`src/rtl/core/fcf_pkg.sv`:
```
// shared types and constants for the single-precision to custom-float encoder
package fcf_pkg;

  localparam int unsigned WORD_W  = 32;
  localparam int unsigned FIELD_W = 8;
  localparam int unsigned FRAC_W  = 23;
  localparam int unsigned SIG_W   = FRAC_W + 1;
  localparam int unsigned MANT_W  = 5;
  localparam int unsigned EXPW_W  = 4;

  localparam logic [MANT_W-1:0] MANT_MIN   = 5'd1;
  localparam logic [MANT_W-1:0] MANT_MAX   = 5'd23;
  localparam logic [MANT_W-1:0] MANT_RESET = 5'd23;
  localparam logic [EXPW_W-1:0] EXP_MIN    = 4'd2;
  localparam logic [EXPW_W-1:0] EXP_MAX    = 4'd8;
  localparam logic [EXPW_W-1:0] EXP_RESET  = 4'd8;

  // exponent bias minus one, since the significand is taken as an integer
  localparam logic signed [9:0] EXP_OFFSET = 10'sd126;
  // shifts at or above this leave nothing of the significand
  localparam logic [8:0] SHIFT_LIMIT = 9'd25;

  typedef enum logic {
    REG_MANT_BITS = 1'b0,
    REG_EXP_BITS  = 1'b1
  } reg_idx_t;

  typedef struct packed {
    logic [MANT_W-1:0] mant_bits;
    logic [EXPW_W-1:0] exp_bits;
  } cfg_t;

endpackage

```
`src/rtl/core/float_to_custom_float_encoder_top.sv`:
```
// top level of the single-precision to custom-float encoder
// Converts the raw bit pattern of an IEEE single-precision number into a
// code made of a sign bit, a two's complement exponent of exp_bits bits and
// a mantissa of mant_bits bits with no hidden bit (value = mantissa * 2^exp).
// The significand is shifted right and rounded up on the last bit shifted
// out; the exponent is clamped at its most negative value and wraps on
// overflow; both zeros give a code with only the top exponent bit set; NaN
// and infinity are converted like any other pattern. A word is captured in
// an input register, passes the conversion logic and is held in an output
// register that drives m_tvalid and m_tdata; one word is accepted every
// cycle as long as the output side keeps taking them. Registers (APB, 32-bit
// data): mant_bits at 0x0 (1..23, reset 23), exp_bits at 0x4 (2..8, reset 8);
// written values are cut to the field width, then saturated into those
// ranges; paddr[1:0] is ignored. Change the registers only while no word is
// in flight.
module float_to_custom_float_encoder_top import fcf_pkg::*; (
  input  logic              clk,
  input  logic              rst,
  // input word: [31:0] float_bits
  input  logic              s_tvalid,
  output logic              s_tready,
  input  logic [WORD_W-1:0] s_tdata,
  // output word: [31:0] code
  output logic              m_tvalid,
  input  logic              m_tready,
  output logic [WORD_W-1:0] m_tdata,
  // register port
  input  logic              psel,
  input  logic              penable,
  input  logic              pwrite,
  input  logic [2:0]        paddr,
  input  logic [31:0]       pwdata,
  output logic [31:0]       prdata,
  output logic              pready
);

  cfg_t              cfg;
  cfg_t              cfg_next;
  logic              in_valid;
  logic [WORD_W-1:0] in_data;
  logic              out_valid;
  logic [WORD_W-1:0] out_data;
  logic [WORD_W-1:0] conv_code;
  logic              out_adv;
  logic              wr_en;
  reg_idx_t          wr_idx;
  logic [MANT_W-1:0] mant_wr;
  logic [EXPW_W-1:0] exp_wr;

  assign pready = 1'b1;
  assign wr_en  = psel && penable && pwrite;
  assign wr_idx = reg_idx_t'(paddr[2]);

  // saturate written values into the legal ranges
  always_comb begin
    mant_wr = pwdata[MANT_W-1:0];
    if (mant_wr < MANT_MIN) begin
      mant_wr = MANT_MIN;
    end else if (mant_wr > MANT_MAX) begin
      mant_wr = MANT_MAX;
    end
    exp_wr = pwdata[EXPW_W-1:0];
    if (exp_wr < EXP_MIN) begin
      exp_wr = EXP_MIN;
    end else if (exp_wr > EXP_MAX) begin
      exp_wr = EXP_MAX;
    end

    cfg_next = cfg;
    if (wr_en) begin
      case (wr_idx)
        REG_MANT_BITS: cfg_next.mant_bits = mant_wr;
        REG_EXP_BITS:  cfg_next.exp_bits  = exp_wr;
        default:       cfg_next = cfg;
      endcase
    end
  end

  // register readback
  always_comb begin
    case (wr_idx)
      REG_MANT_BITS: prdata = 32'(cfg.mant_bits);
      REG_EXP_BITS:  prdata = 32'(cfg.exp_bits);
      default:       prdata = '0;
    endcase
  end

  // output register moves when empty or when its word is taken
  assign out_adv  = !out_valid || m_tready;
  // input register refills whenever its word moves on
  assign s_tready = !in_valid || out_adv;

  fcf_convert u_convert (
    .cfg        (cfg),
    .float_bits (in_data),
    .code       (conv_code)
  );

  always_ff @(posedge clk) begin
    if (rst) begin
      cfg.mant_bits <= MANT_RESET;
      cfg.exp_bits  <= EXP_RESET;
      in_valid      <= 1'b0;
      out_valid     <= 1'b0;
    end else begin
      cfg <= cfg_next;
      if (s_tready) begin
        in_valid <= s_tvalid;
      end
      if (out_adv) begin
        out_valid <= in_valid;
      end
    end
  end

  // payload registers, no reset
  always_ff @(posedge clk) begin
    if (s_tready && s_tvalid) begin
      in_data <= s_tdata;
    end
    if (out_adv && in_valid) begin
      out_data <= conv_code;
    end
  end

  assign m_tvalid = out_valid;
  assign m_tdata  = out_data;

endmodule

```
`src/rtl/core/fcf_convert.sv`:
```
// combinational conversion of one single-precision pattern into a custom-float code
module fcf_convert import fcf_pkg::*; (
  input  cfg_t              cfg,
  input  logic [WORD_W-1:0] float_bits,
  output logic [WORD_W-1:0] code
);

  logic               sign;
  logic [FIELD_W-1:0] field;
  logic [SIG_W-1:0]   sig;
  logic signed [9:0]  x_raw;
  logic [7:0]         low_mag;
  logic signed [9:0]  lowest;
  logic               under;
  logic [8:0]         deficit;
  logic [8:0]         shift;
  logic               too_far;
  logic [4:0]         sh_m1;
  logic [SIG_W-1:0]   tap;
  logic [SIG_W-1:0]   mant;
  logic               carry;
  logic [SIG_W-1:0]   mant_f;
  logic signed [9:0]  x_cl;
  logic signed [9:0]  x_fin;
  logic [7:0]         emask;
  logic [FRAC_W-1:0]  mmask;
  logic [5:0]         top_pos;
  logic [WORD_W-1:0]  code_nz;

  always_comb begin
    sign  = float_bits[31];
    field = float_bits[30:23];
    sig   = {1'b1, float_bits[FRAC_W-1:0]};

    x_raw   = $signed({2'b00, field}) - EXP_OFFSET - $signed({5'b00000, cfg.mant_bits});
    low_mag = 8'(9'd1 << (cfg.exp_bits - 4'd1));
    lowest  = -$signed({2'b00, low_mag});
    under   = x_raw < lowest;
    deficit = 9'(lowest - x_raw);
    shift   = 9'(5'd24 - cfg.mant_bits) + (under ? deficit : 9'd0);
    too_far = shift >= SHIFT_LIMIT;

    // shift one short, so the lowest bit left is the rounding bit
    sh_m1 = shift[4:0] - 5'd1;
    tap   = sig >> sh_m1;
    mant  = too_far ? '0 : ({1'b0, tap[SIG_W-1:1]} + SIG_W'(tap[0]));

    carry  = (mant >> cfg.mant_bits) != '0;
    mant_f = carry ? (mant >> 1) : mant;
    x_cl   = under ? lowest : x_raw;
    x_fin  = x_cl + (carry ? 10'sd1 : 10'sd0);

    emask   = 8'((9'd1 << cfg.exp_bits) - 9'd1);
    mmask   = FRAC_W'((24'd1 << cfg.mant_bits) - 24'd1);
    top_pos = {1'b0, cfg.mant_bits} + {2'b00, cfg.exp_bits};

    code_nz = (WORD_W'(sign) << top_pos)
            | (WORD_W'(x_fin[7:0] & emask) << cfg.mant_bits)
            | WORD_W'(mant_f[FRAC_W-1:0] & mmask);

    // both zeros give only the top exponent bit
    if (float_bits[30:0] == '0) begin
      code = WORD_W'(1) << (top_pos - 6'd1);
    end else begin
      code = code_nz;
    end
  end

endmodule

```
`config.mk`:
```
export PLATFORM = sky130hd
export DESIGN_NAME = float_to_custom_float_encoder_top
export DESIGN_NICKNAME = d
export VERILOG_FILES = /design/src/rtl/core/fcf_pkg.sv /design/src/rtl/core/float_to_custom_float_encoder_top.sv /design/src/rtl/core/fcf_convert.sv
export SDC_FILE = /design/constraint.sdc
export NUM_CORES = 1
export LEC_CHECK = 0
export BUFFER_PORTS_ARGS = -buffer_cell sky130_fd_sc_hd__buf_4
export CAP_MARGIN = 25
export CELL_PAD_IN_SITES_DETAIL_PLACEMENT = 1
export CELL_PAD_IN_SITES_GLOBAL_PLACEMENT = 2
export CORE_MARGIN = 10
export CORE_UTILIZATION = 35
export DETAILED_ROUTE_END_ITERATION = 12
export HOLD_SLACK_MARGIN = 0.03
export PLACE_DENSITY = 0.79
export SYNTH_ARGS = -nofsm -noshare
export SYNTH_HDL_FRONTEND = slang
export SYNTH_SLANG_ARGS = --single-unit
export TNS_END_PERCENT = 30
```
`constraint.sdc`:
```
create_clock -name clk -period 13.9 [get_ports clk]
set_input_delay 0 -clock clk [delete_from_list [all_inputs] [get_ports clk]]
set_output_delay 0 -clock clk [all_outputs]
set_load 0.02 [all_outputs]
```
==> flow_metrics.env, run 1 <==
export IMPL_final_nets=1502
export IMPL_utilization_pct=41.2
export IMPL_drt_wirelength_per_cell_um=20.9
export IMPL_path_clk_slew_ns=0.07
export IMPL_portBuffers=83
export IMPL_yosysUniqueCellTypes=107
export IMPL_fin_area_sq_um=11800
export IMPL_slew_headroom_pct=36.2
export IMPL_grt_antenna_before_repair=1
export IMPL_synth_area_top_cells="edfxtp_1 19%, ha_1 6.4%, nand2_1 5.6%, mux2i_1 5.3%, nor2_1 4.9%"
export IMPL_worst_r2r_path_depth=49
export IMPL_crit_path_start="in_data[24]"
export IMPL_grt_pass1_vias=10100
export IMPL_cts_buffer_depth=2
export IMPL_fin_setup_tns_ns=0
export IMPL_fmax_ghz=0.0804
export IMPL_synth_top_area_share_pct=18.9
export IMPL_grt_overflow=0
export IMPL_fp_row_count=62
export IMPL_synthToLayoutAreaGrowth_pct=16.2
export IMPL_routed_wl_um=36800
export IMPL_critPathRequiredTime_ns=13.96
export IMPL_drive_above_1_share_pct=14.5
export IMPL_core_sq_um=28700
export IMPL_rsz0062_at_grt="no"
export IMPL_ctsResizeCount=0
export IMPL_grt_pass1_wl_um=57800
export IMPL_cpMostUsedCell="ha_1"
export IMPL_cts_root_buf="clkbuf_16"
export IMPL_setup_slack_ns=1.47
export IMPL_maxCapViolCount=0
export IMPL_async_flop_share_pct=0
export IMPL_place_hpwl_um=28400
export IMPL_r2r_slack_ns=1.47
export IMPL_fin_skew_ns=0.0185
export IMPL_min_period_ns=12.43
export IMPL_grtUsageTotal_pct=19.9
export IMPL_critical_path_class="register to register"
export IMPL_final_hold_viol_count=0
export IMPL_synth_seq_cells=75
export IMPL_synth_area_sq_um=10200
export IMPL_clk_latency_ns=0.36
export IMPL_numCtsBuffers=9
export IMPL_critPathArrivalTime_ns=12.49
export IMPL_hold_path_startpoint="paddr[2]"
export IMPL_dpl_cell_count=1700
export IMPL_tightestPinTransition_ns=0.956
export IMPL_die_area_sq_um=36300
export IMPL_crit_buf_inv=5
export IMPL_cts_tree="built"
export IMPL_pin_count=141
export IMPL_power_density_nw_per_um2=169
export IMPL_yosys_warnings=0
export IMPL_cp_num_cells=49
export IMPL_cp_end_kind="register"
export IMPL_p_leak_nw=4.81
export IMPL_num_antenna_cells=0
export IMPL_postPlaceCellArea_sq_um=11000
export IMPL_cts_max_level=3
export IMPL_maxSlewViolCount=0
export IMPL_min_path_cells=4
export IMPL_grt_max_degree=41
export IMPL_dr_total_vias=10000
export IMPL_chipWidth_um=191
export IMPL_cpLargestDelayFamily="compound AO/OA/AOI/OAI gates"
export IMPL_place_congestion=0.920
export IMPL_final_cell_count_no_fill=1761
export IMPL_syn_area_per_cell_sq_um=7.96
export IMPL_slowest_stage="mux4_2"
export IMPL_start_util_pct=35.5
export IMPL_hp_class="input pin to register"
export IMPL_synthCells=1280
export IMPL_fin_crit_sh_pct=89.4
export IMPL_pre_cts_slack_ns=1.53
export IMPL_synthTopCellsByCount="152 x nand2_1, 134 x nor2_1, 74 x o21ai_0, 64 x a21oi_1, 64 x edfxtp_1"
export IMPL_firstDrtPassIters=5
export IMPL_cpPeakStageDelay_ns=0.59
export IMPL_status="finished, final reports clean"
export IMPL_die_height_um=191
export IMPL_synth_most_common_cell="nand2_1"
export IMPL_setup_violations=0
export IMPL_drc=0
export IMPL_synth_edf_count=64
export IMPL_irDropWorstVdd_uv=78.8
export IMPL_yosys_area_top_type="edfxtp_1"
export IMPL_vias_per_cell=5.69
export IMPL_cts_num_sinks=75
export IMPL_drtIter0Drc=710
export IMPL_ant_nets=0
export IMPL_crit_fanout=21
export IMPL_crit_path_start_kind="register"
export IMPL_synth_seq_area_share_pct=21.0
export IMPL_synth_top_flop_cell="edfxtp_1"
export IMPL_r2r_start="in_data[24]"
[timing repair]
action	in CTS	in global routing
buffers inserted	0	0
endpoints found under the hold margin	43	0
hold buffers	44	0
endpoints found under the setup margin	0	0
[layout make-up]
cell class / instances / area [sq um]
fill: 3470 / 16900
multi-input combinational: 1081 / 7410
sequential: 75 / 2140
timing repair buffer: 156 / 1280
tap: 384 / 480
clock buffer: 10 / 229
inverter: 49 / 184
clock inverter: 6 / 113
[worst paths after layout]
check,endpoint
worst max-delay path,m_tdata[20]
worst min-delay path,cfg[4]
worst max register to register,m_tdata[20]
worst min register to register,m_tvalid
[worst reg2reg max path: cells and delay by family (launching register included)]
kind | cells | cell delay (ns)
compound gates | 17 | 4.22
fa+ha+maj | 10 | 3.26
simple gates | 13 | 2.20
buf+inv | 5 | 0.77
mux | 2 | 0.71
xor+xnor | 2 | 0.52
flops | 1 | 0.47
[layer usage]
layer  vias to the layer above  part of all wire [%]  track usage [%]
met5                         -                     0                0
met4                         0                   1.8             4.69
met1                      4893                    46             26.0
met3                        37                   4.2             3.02
met2                       216                    48             33.7
li1                       4873                     -                -
[cells by family (layout without fill, tap and decap cells)]
kind of cell,Yosys count,count (layout),share of synthesized area (%)
buffers and inverters,150,221,7.24
xor gates and xnor gates,64,64,6.07
AOI/OAI and AO/OA,366,366,25.1
muxes,84,84,10.1
and+or+nand+nor,483,483,23.2
other,2,28,0.0737
adders and majority gates,56,56,7.18
DFF,75,75,21.0
[stage by stage]
step	total power, W	hold slack, ns
after floorplan	0.00132	0.0944
after global placement	0.00167	0.178
after detailed placement	0.00169	0.179
after CTS	0.00199	0.102
after global routing	0.00215	0.142
final	0.00200	0.106
[cells in the final DEF (no fill, tap or decap), types with 9 or more instances in the layout]
master	Yosys	layout
edfxtp_1	64	64
nor3_1	37	37
nor2b_1	12	11
o22ai_1	15	15
o21a_1	11	11
dfxtp_1	11	11
ha_1	52	52
o21ai_1	16	16
nand2_1	152	152
buf_4	34	112
a21oi_1	64	64
o211ai_1	23	23
xor2_1	28	28
a21o_1	19	19
o21ai_0	74	74
nand4_1	14	14
and2_1	16	16
mux4_2	13	13
mux2i_1	54	54
xnor2_1	31	31
mux2_2	13	13
nor4_1	11	11
nand2b_1	18	18
clkbuf_16	0	9
a22oi_1	20	20
or3_1	10	10
nand3_1	25	25
nor2_1	134	133
dlygate4sd3_1	0	44
conb_1	2	28
inv_1	48	48
[report_power, final]
group	internal, W	switching, W	total, W
registers	0.000283	0.0000110	0.000294
clock network	0.000177	0.000112	0.000288
logic	0.000523	0.000894	0.00142
[registers in the layout, summed over array words and instances (netlist names)]
| signal | flops |
|---|---|
| in_valid | 1 |
| cfg | 9 |
| m_tvalid | 1 |
| in_data | 32 |
| m_tdata | 32 |
Note: power is estimated with default switching activity, not from simulation.
==> run 2: changes to the inputs <==
Settings changed: CORE_UTILIZATION 35 to 36, PLACE_DENSITY 0.79 to 0.8, SYNTH_HIERARCHICAL set to 1.
==> run 2 against run 1 <==
Against the previous run:
- fmax fell by 4.1%
- final area fell by 0.44%
- die area fell by 1.8%
- synthesized area rose by 0.74%
- routed wire length rose by 2.5%
- final cell count fell by 1.8%
- count of clock-buffer cells in the layout fell by 1
- critical path type unchanged
- largest power group unchanged
==> flow_metrics.env, run 2 <==
export IMPL_clk_latency_ns=0.36
export IMPL_grt_max_degree=41
export IMPL_whs_endpoint="cfg[3]"
export IMPL_start_util_pct=36.7
export IMPL_drtIter0Drc=834
export IMPL_portBuffers=83
export IMPL_synth_seq_cells=75
export IMPL_chipWidth_um=189
export IMPL_cts_tree="built"
export IMPL_critical_path_class="register to register"
export IMPL_grt_pass1_wl_um=59300
export IMPL_cpPeakStageDelay_ns=0.67
export IMPL_vias_per_cell=5.91
export IMPL_cpLargestDelayFamily="compound AO/OA/AOI/OAI gates"
export IMPL_irDropWorstVdd_uv=113
export IMPL_power_frac_seq_pct=12.2
export IMPL_final_cell_mix="131 x nand2_1, 119 x nor2_1, 103 x buf_4"
export IMPL_yosys_area_top_type="edfxtp_1"
export IMPL_pwr_share_clk_pct=10.4
export IMPL_final_cell_count_no_fill=1730
export IMPL_fmax_ghz=0.0771
export IMPL_hp_class="input pin to register"
export IMPL_ant_nets=0
export IMPL_layout_commonest_cell="nand2_1"
export IMPL_min_period_ns=12.96
export IMPL_synth_most_common_cell="nand2_1"
export IMPL_maxCapViolCount=0
export IMPL_cp_end_kind="register"
export IMPL_fin_skew_ns=0.0137
export IMPL_internal_power_w=0.00108
export IMPL_critPathRequiredTime_ns=14.10
export IMPL_synth_edf_count=64
export IMPL_p_leak_nw=4.60
export IMPL_final_nets=1477
export IMPL_final_hold_viol_count=0
export IMPL_r2r_end="m_tdata[20]"
export IMPL_crit_path_start_kind="register"
export IMPL_critPathArrivalTime_ns=13.17
export IMPL_dpl_cell_count=1671
export IMPL_rsz0062_at_grt="no"
export IMPL_r2r_start="in_data[24]"
export IMPL_pin_count=141
export IMPL_register_area_sq_um=2140
export IMPL_cts_buffer_depth=2
export IMPL_synthToLayoutAreaGrowth_pct=14.9
export IMPL_post_cts_buffers=0
export IMPL_fp_row_count=61
export IMPL_yosys_warnings=6
export IMPL_status="finished, final reports clean"
export IMPL_drt_wirelength_per_cell_um=21.8
export IMPL_path_clk_slew_ns=0.07
export IMPL_synth_top_area_share_pct=18.7
export IMPL_dr_total_vias=10200
export IMPL_synth_area_top_cells="edfxtp_1 19%, ha_1 6.3%, mux2i_1 6.3%, nand2_1 4.8%, nor2_1 4.4%"
export IMPL_slowest_stage="ha_1"
export IMPL_async_flop_share_pct=0
export IMPL_multi_input_area_sq_um=7480
export IMPL_die_height_um=189
export IMPL_sw_frac_of_total_pct=54.5
export IMPL_synth_top_flop_cell="edfxtp_1"
export IMPL_core_sq_um=27900
export IMPL_fin_crit_sh_pct=93.3
export IMPL_slew_headroom_pct=31.7
export IMPL_power_density_nw_per_um2=201
export IMPL_hold_path_startpoint="penable"
export IMPL_routed_wl_um=37700
export IMPL_place_congestion=0.929
export IMPL_worst_r2r_path_depth=46
export IMPL_grtUsageTotal_pct=20.4
export IMPL_grt_antenna_before_repair=0
export IMPL_grt_overflow=0
export IMPL_fin_setup_tns_ns=0
export IMPL_grt_pass1_vias=10200
export IMPL_synth_seq_area_share_pct=20.9
export IMPL_tightestPinTransition_ns=1.02
export IMPL_syn_area_per_cell_sq_um=8.13
export IMPL_place_hpwl_um=28800
export IMPL_setup_violations=0
export IMPL_power_switching_w=0.00129
export IMPL_min_path_cells=3
export IMPL_synth_area_sq_um=10300
export IMPL_crit_buf_inv=4
export IMPL_yosysUniqueCellTypes=106
export IMPL_numCtsBuffers=9
export IMPL_r2r_slack_ns=0.94
export IMPL_power_frac_comb_pct=77.5
export IMPL_num_fill_cells=3441
export IMPL_cts_root_buf="clkbuf_16"
export IMPL_cp_num_cells=46
export IMPL_setup_slack_ns=0.936
export IMPL_drc=0
export IMPL_drive_above_1_share_pct=14.5
export IMPL_cts_max_level=3
export IMPL_firstDrtPassIters=6
export IMPL_die_area_sq_um=35600
export IMPL_cpMostUsedCell="ha_1"
export IMPL_synthTopCellsByCount="131 x nand2_1, 119 x nor2_1, 69 x a21oi_1, 66 x o21ai_0, 65 x mux2i_1"
export IMPL_maxSlewViolCount=0
export IMPL_num_antenna_cells=0
export IMPL_pre_cts_slack_ns=0.936
export IMPL_cts_num_sinks=75
export IMPL_crit_fanout=13
export IMPL_synthCells=1262
-- run 2: layer usage --
| metal | part of all wire, % | global-route usage [%] | wire, um |
|---|---|---|---|
| met1 | 47 | 27.5 | 17600 |
| met2 | 47 | 33.5 | 17700 |
| met3 | 4.6 | 2.81 | 1720 |
| met4 | 2.0 | 5.46 | 742 |
| met5 | 0 | 0 | 0 |
-- run 2: power groups by stage --
stage	clock network, W	registers [W]	logic (W)
2_1_floorplan	0	0.000308	0.00129
3_3_place_gp	0	0.000292	0.00178
3_5_place_dp	0	0.000294	0.00180
4_1_cts	0.000253	0.000289	0.00182
5_1_grt	0.000260	0.000291	0.00199
6_report	0.000246	0.000289	0.00184
-- run 2: logic make-up (layout without fill, tap and decap cells) --
logic type	count (synthesis)	in the layout	share of synthesized area, %
XOR/XNOR	57	57	5.72
flip-flops	75	75	20.9
adder cells (fa/ha/maj)	56	56	7.12
multiplexers	108	108	12.6
other	2	28	0.0732
buffers and inverters	146	210	7.21
AND/OR/NAND/NOR	453	453	21.6
AO/OA/AOI/OAI	365	365	24.7
-- run 2: cell type report --
| class | instances | area share (%) |
|---|---|---|
| clock buffer | 9 | 1.91 |
| inverter | 48 | 1.53 |
| clock inverter | 7 | 0.637 |
| tap | 378 | 4.01 |
| multi-input combinational | 1067 | 63.5 |
| timing repair buffer | 146 | 10.2 |
| sequential | 75 | 18.2 |
-- run 2: worst max-delay path by stage --
stage	startpoint	to	slack [ns]
2_1_floorplan	cfg[6]	m_tdata[14]	1.67
3_3_place_gp	in_data[24]	m_tdata[20]	1.23
3_5_place_dp	in_data[24]	m_tdata[20]	0.94
4_1_cts	in_data[24]	m_tdata[20]	0.95
5_1_grt	in_data[24]	m_tdata[20]	0.05
6_report	in_data[24]	m_tdata[20]	0.94
-- run 2: worst reg2reg max path: cells and delay by family (launching register included) --
family | cells | cell delay (ns)
AO/OA/AOI/OAI | 16 | 4.81
XOR/XNOR | 3 | 0.82
adder cells (fa/ha/maj) | 10 | 3.43
buffers and inverters | 4 | 0.41
flip-flops | 1 | 0.48
multiplexers | 2 | 0.95
AND/OR/NAND/NOR | 11 | 1.93
-- run 2: what timing repair did --
action | CTS | global route
hold buffers | 43 | 0
setup endpoints to repair | 0 | 7
resized for setup | 0 | 2
hold endpoints to repair | 43 | 0
-- run 2: through the flow --
stage / cell area [sq um] / hold WS (ns) / power (W) / utilization, %
after CTS: 11800 / 0.0394 / 0.00236 / 42.2
after global routing: 11800 / 0.0473 / 0.00254 / 42.2
after global placement: 11000 / 0.179 / 0.00207 / 39.6
final: 11800 / 0.0405 / 0.00237 / 42.2
after detailed placement: 11000 / 0.179 / 0.00210 / 39.6
after floorplan: 10400 / 0.0989 / 0.00160 / -
==> run 3: changes to the inputs <==
Settings changed: BUFFER_PORTS_ARGS -buffer_cell sky130_fd_sc_hd__buf_4 to unset, CORE_UTILIZATION 36 to 39, DONT_BUFFER_PORTS set to 1, PLACE_DENSITY 0.8 to 0.79.
==> run 3 against run 2 <==
Against the previous run:
- sequential share of layout area up 0.91 points
- count of clock-buffer cells in the layout is 1 higher
- largest power group unchanged
- core utilization rose by 0.99 points
- sequential cell count unchanged
- critical path type unchanged
- routed wire length shrank 1.6%
- highest routed layer is now met5
- clock power grew 6%
==> flow_metrics.env, run 3 (synthesized netlist as in run 2, its figures left out) <==
export IMPL_critPathArrivalTime_ns=13.30
export IMPL_power_density_nw_per_um2=210
export IMPL_path_clk_slew_ns=0.08
export IMPL_grt_pass1_wl_um=58600
export IMPL_grt_pass1_vias=10100
export IMPL_fin_skew_ns=0.0157
export IMPL_die_height_um=182
export IMPL_fmax_ghz=0.0757
export IMPL_drc=0
export IMPL_numCtsBuffers=9
export IMPL_synthToLayoutAreaGrowth_pct=9.37
export IMPL_firstDrtPassIters=6
export IMPL_die_area_sq_um=33200
export IMPL_drtIter0Drc=854
export IMPL_ant_nets=0
export IMPL_chipWidth_um=182
export IMPL_routed_wl_um=37100
export IMPL_critical_path_class="register to register"
export IMPL_min_period_ns=13.21
export IMPL_crit_fanout=17
export IMPL_irDropWorstVdd_uv=101
export IMPL_final_nets=1405
export IMPL_drt_wirelength_per_cell_um=23.0
export IMPL_slew_headroom_pct=27.6
export IMPL_cpPeakStageDelay_ns=0.66
export IMPL_rsz0062_at_grt="no"
export IMPL_setup_slack_ns=0.691
export IMPL_hp_class="input pin to register"
export IMPL_num_fill_cells=3159
export IMPL_p_leak_nw=4.24
export IMPL_grt_overflow=0
export IMPL_clk_latency_ns=0.36
export IMPL_grt_max_degree=41
export IMPL_crit_path_start_kind="register"
export IMPL_critPathRequiredTime_ns=13.99
export IMPL_layout_commonest_cell="nand2_1"
export IMPL_drive_above_1_share_pct=8.91
export IMPL_maxCapViolCount=0
export IMPL_start_util_pct=39.5
export IMPL_cp_end_kind="register"
export IMPL_cts_root_buf="clkbuf_16"
export IMPL_vias_per_cell=6.22
export IMPL_tightestPinTransition_ns=1.08
export IMPL_pin_count=141
export IMPL_place_hpwl_um=27700
export IMPL_grtUsageTotal_pct=21.7
export IMPL_dr_total_vias=10000
export IMPL_num_antenna_cells=0
export IMPL_cts_tree="built"
export IMPL_grt_antenna_before_repair=1
export IMPL_core_sq_um=26000
export IMPL_final_cell_mix="131 x nand2_1, 118 x nor2_1, 69 x a21oi_1"
export IMPL_place_congestion=0.920
export IMPL_fp_row_count=59
export IMPL_slowest_stage="or4_1"
export IMPL_pre_cts_slack_ns=0.827
export IMPL_cpMostUsedCell="ha_1"
export IMPL_cts_buffer_depth=2
export IMPL_maxSlewViolCount=0
export IMPL_cts_max_level=3
export IMPL_fin_setup_tns_ns=0
export IMPL_fin_crit_sh_pct=95.0
export IMPL_post_cts_buffers=0
export IMPL_cts_num_sinks=75
export IMPL_utilization_pct=43.2
export IMPL_setup_violations=0
export IMPL_holdWs_ns=0.0752
export IMPL_portBuffers=0
export IMPL_status="finished, final reports clean"
export IMPL_final_hold_viol_count=0
==> run 3: final timing paths <==
check                    from     endpoint  slack (ns)  cells after the start
hold / removal           psel       cfg[6]        0.08                      3
setup / recovery  in_data[24]  m_tdata[20]        0.69                     44
setup reg to reg  in_data[24]  m_tdata[20]        0.69                     44
hold reg to reg      in_valid     m_tvalid        0.53                      2
==> run 3: layer usage <==
layer | track usage [%] | up-vias | share of wire [%]
met4 | 6.77 | 2 | 2.4
met2 | 34.2 | 344 | 45
li1 | - | 4743 | -
met5 | 0 | - | 0.035
met1 | 29.5 | 4903 | 47
met3 | 3.46 | 47 | 5.8
==> run 3: final cells by class <==
class / instances / area [sq um] / share of cell area (%)
multi-input combinational: 1067 / 7490 / 66.7
sequential: 75 / 2140 / 19.1
timing repair buffer: 74 / 691 / 6.16
tap: 335 / 419 / 3.74
clock buffer: 10 / 229 / 2.04
inverter: 48 / 180 / 1.61
clock inverter: 6 / 72.6 / 0.647
==> run 3: timing repair <==
item                                   CTS  global route
hold buffers                            54             0
setup endpoints to repair                0            17
endpoints found under the hold margin   43             0
resized for setup                        0             1
==> run 3: critical path: cells and delay by family (launching register included) <==
kind	cells	cell delay, ns
compound gates	16	4.91
fa+ha+maj	8	2.95
simple gates	10	2.79
buf+inv	6	0.77
mux	2	0.53
flops	1	0.47
xor+xnor	2	0.47
==> run 3: metrics by stage <==
stage | power, W | instances | cell area [sq um]
detailed placement | 0.00207 | 1545 | 10400
global placement | 0.00204 | 1545 | 10400
CTS | 0.00235 | 1615 | 11200
global route | 0.00255 | 1615 | 11200
finish | 0.00236 | 1615 | 11200
floorplan | 0.00160 | 1288 | 10400
==> run 3: report_power, final <==
| part | internal [W] | switching (W) |
|---|---|---|
| registers | 0.000278 | 0.0000300 |
| clock network | 0.000142 | 0.000119 |
| logic | 0.000644 | 0.00115 |
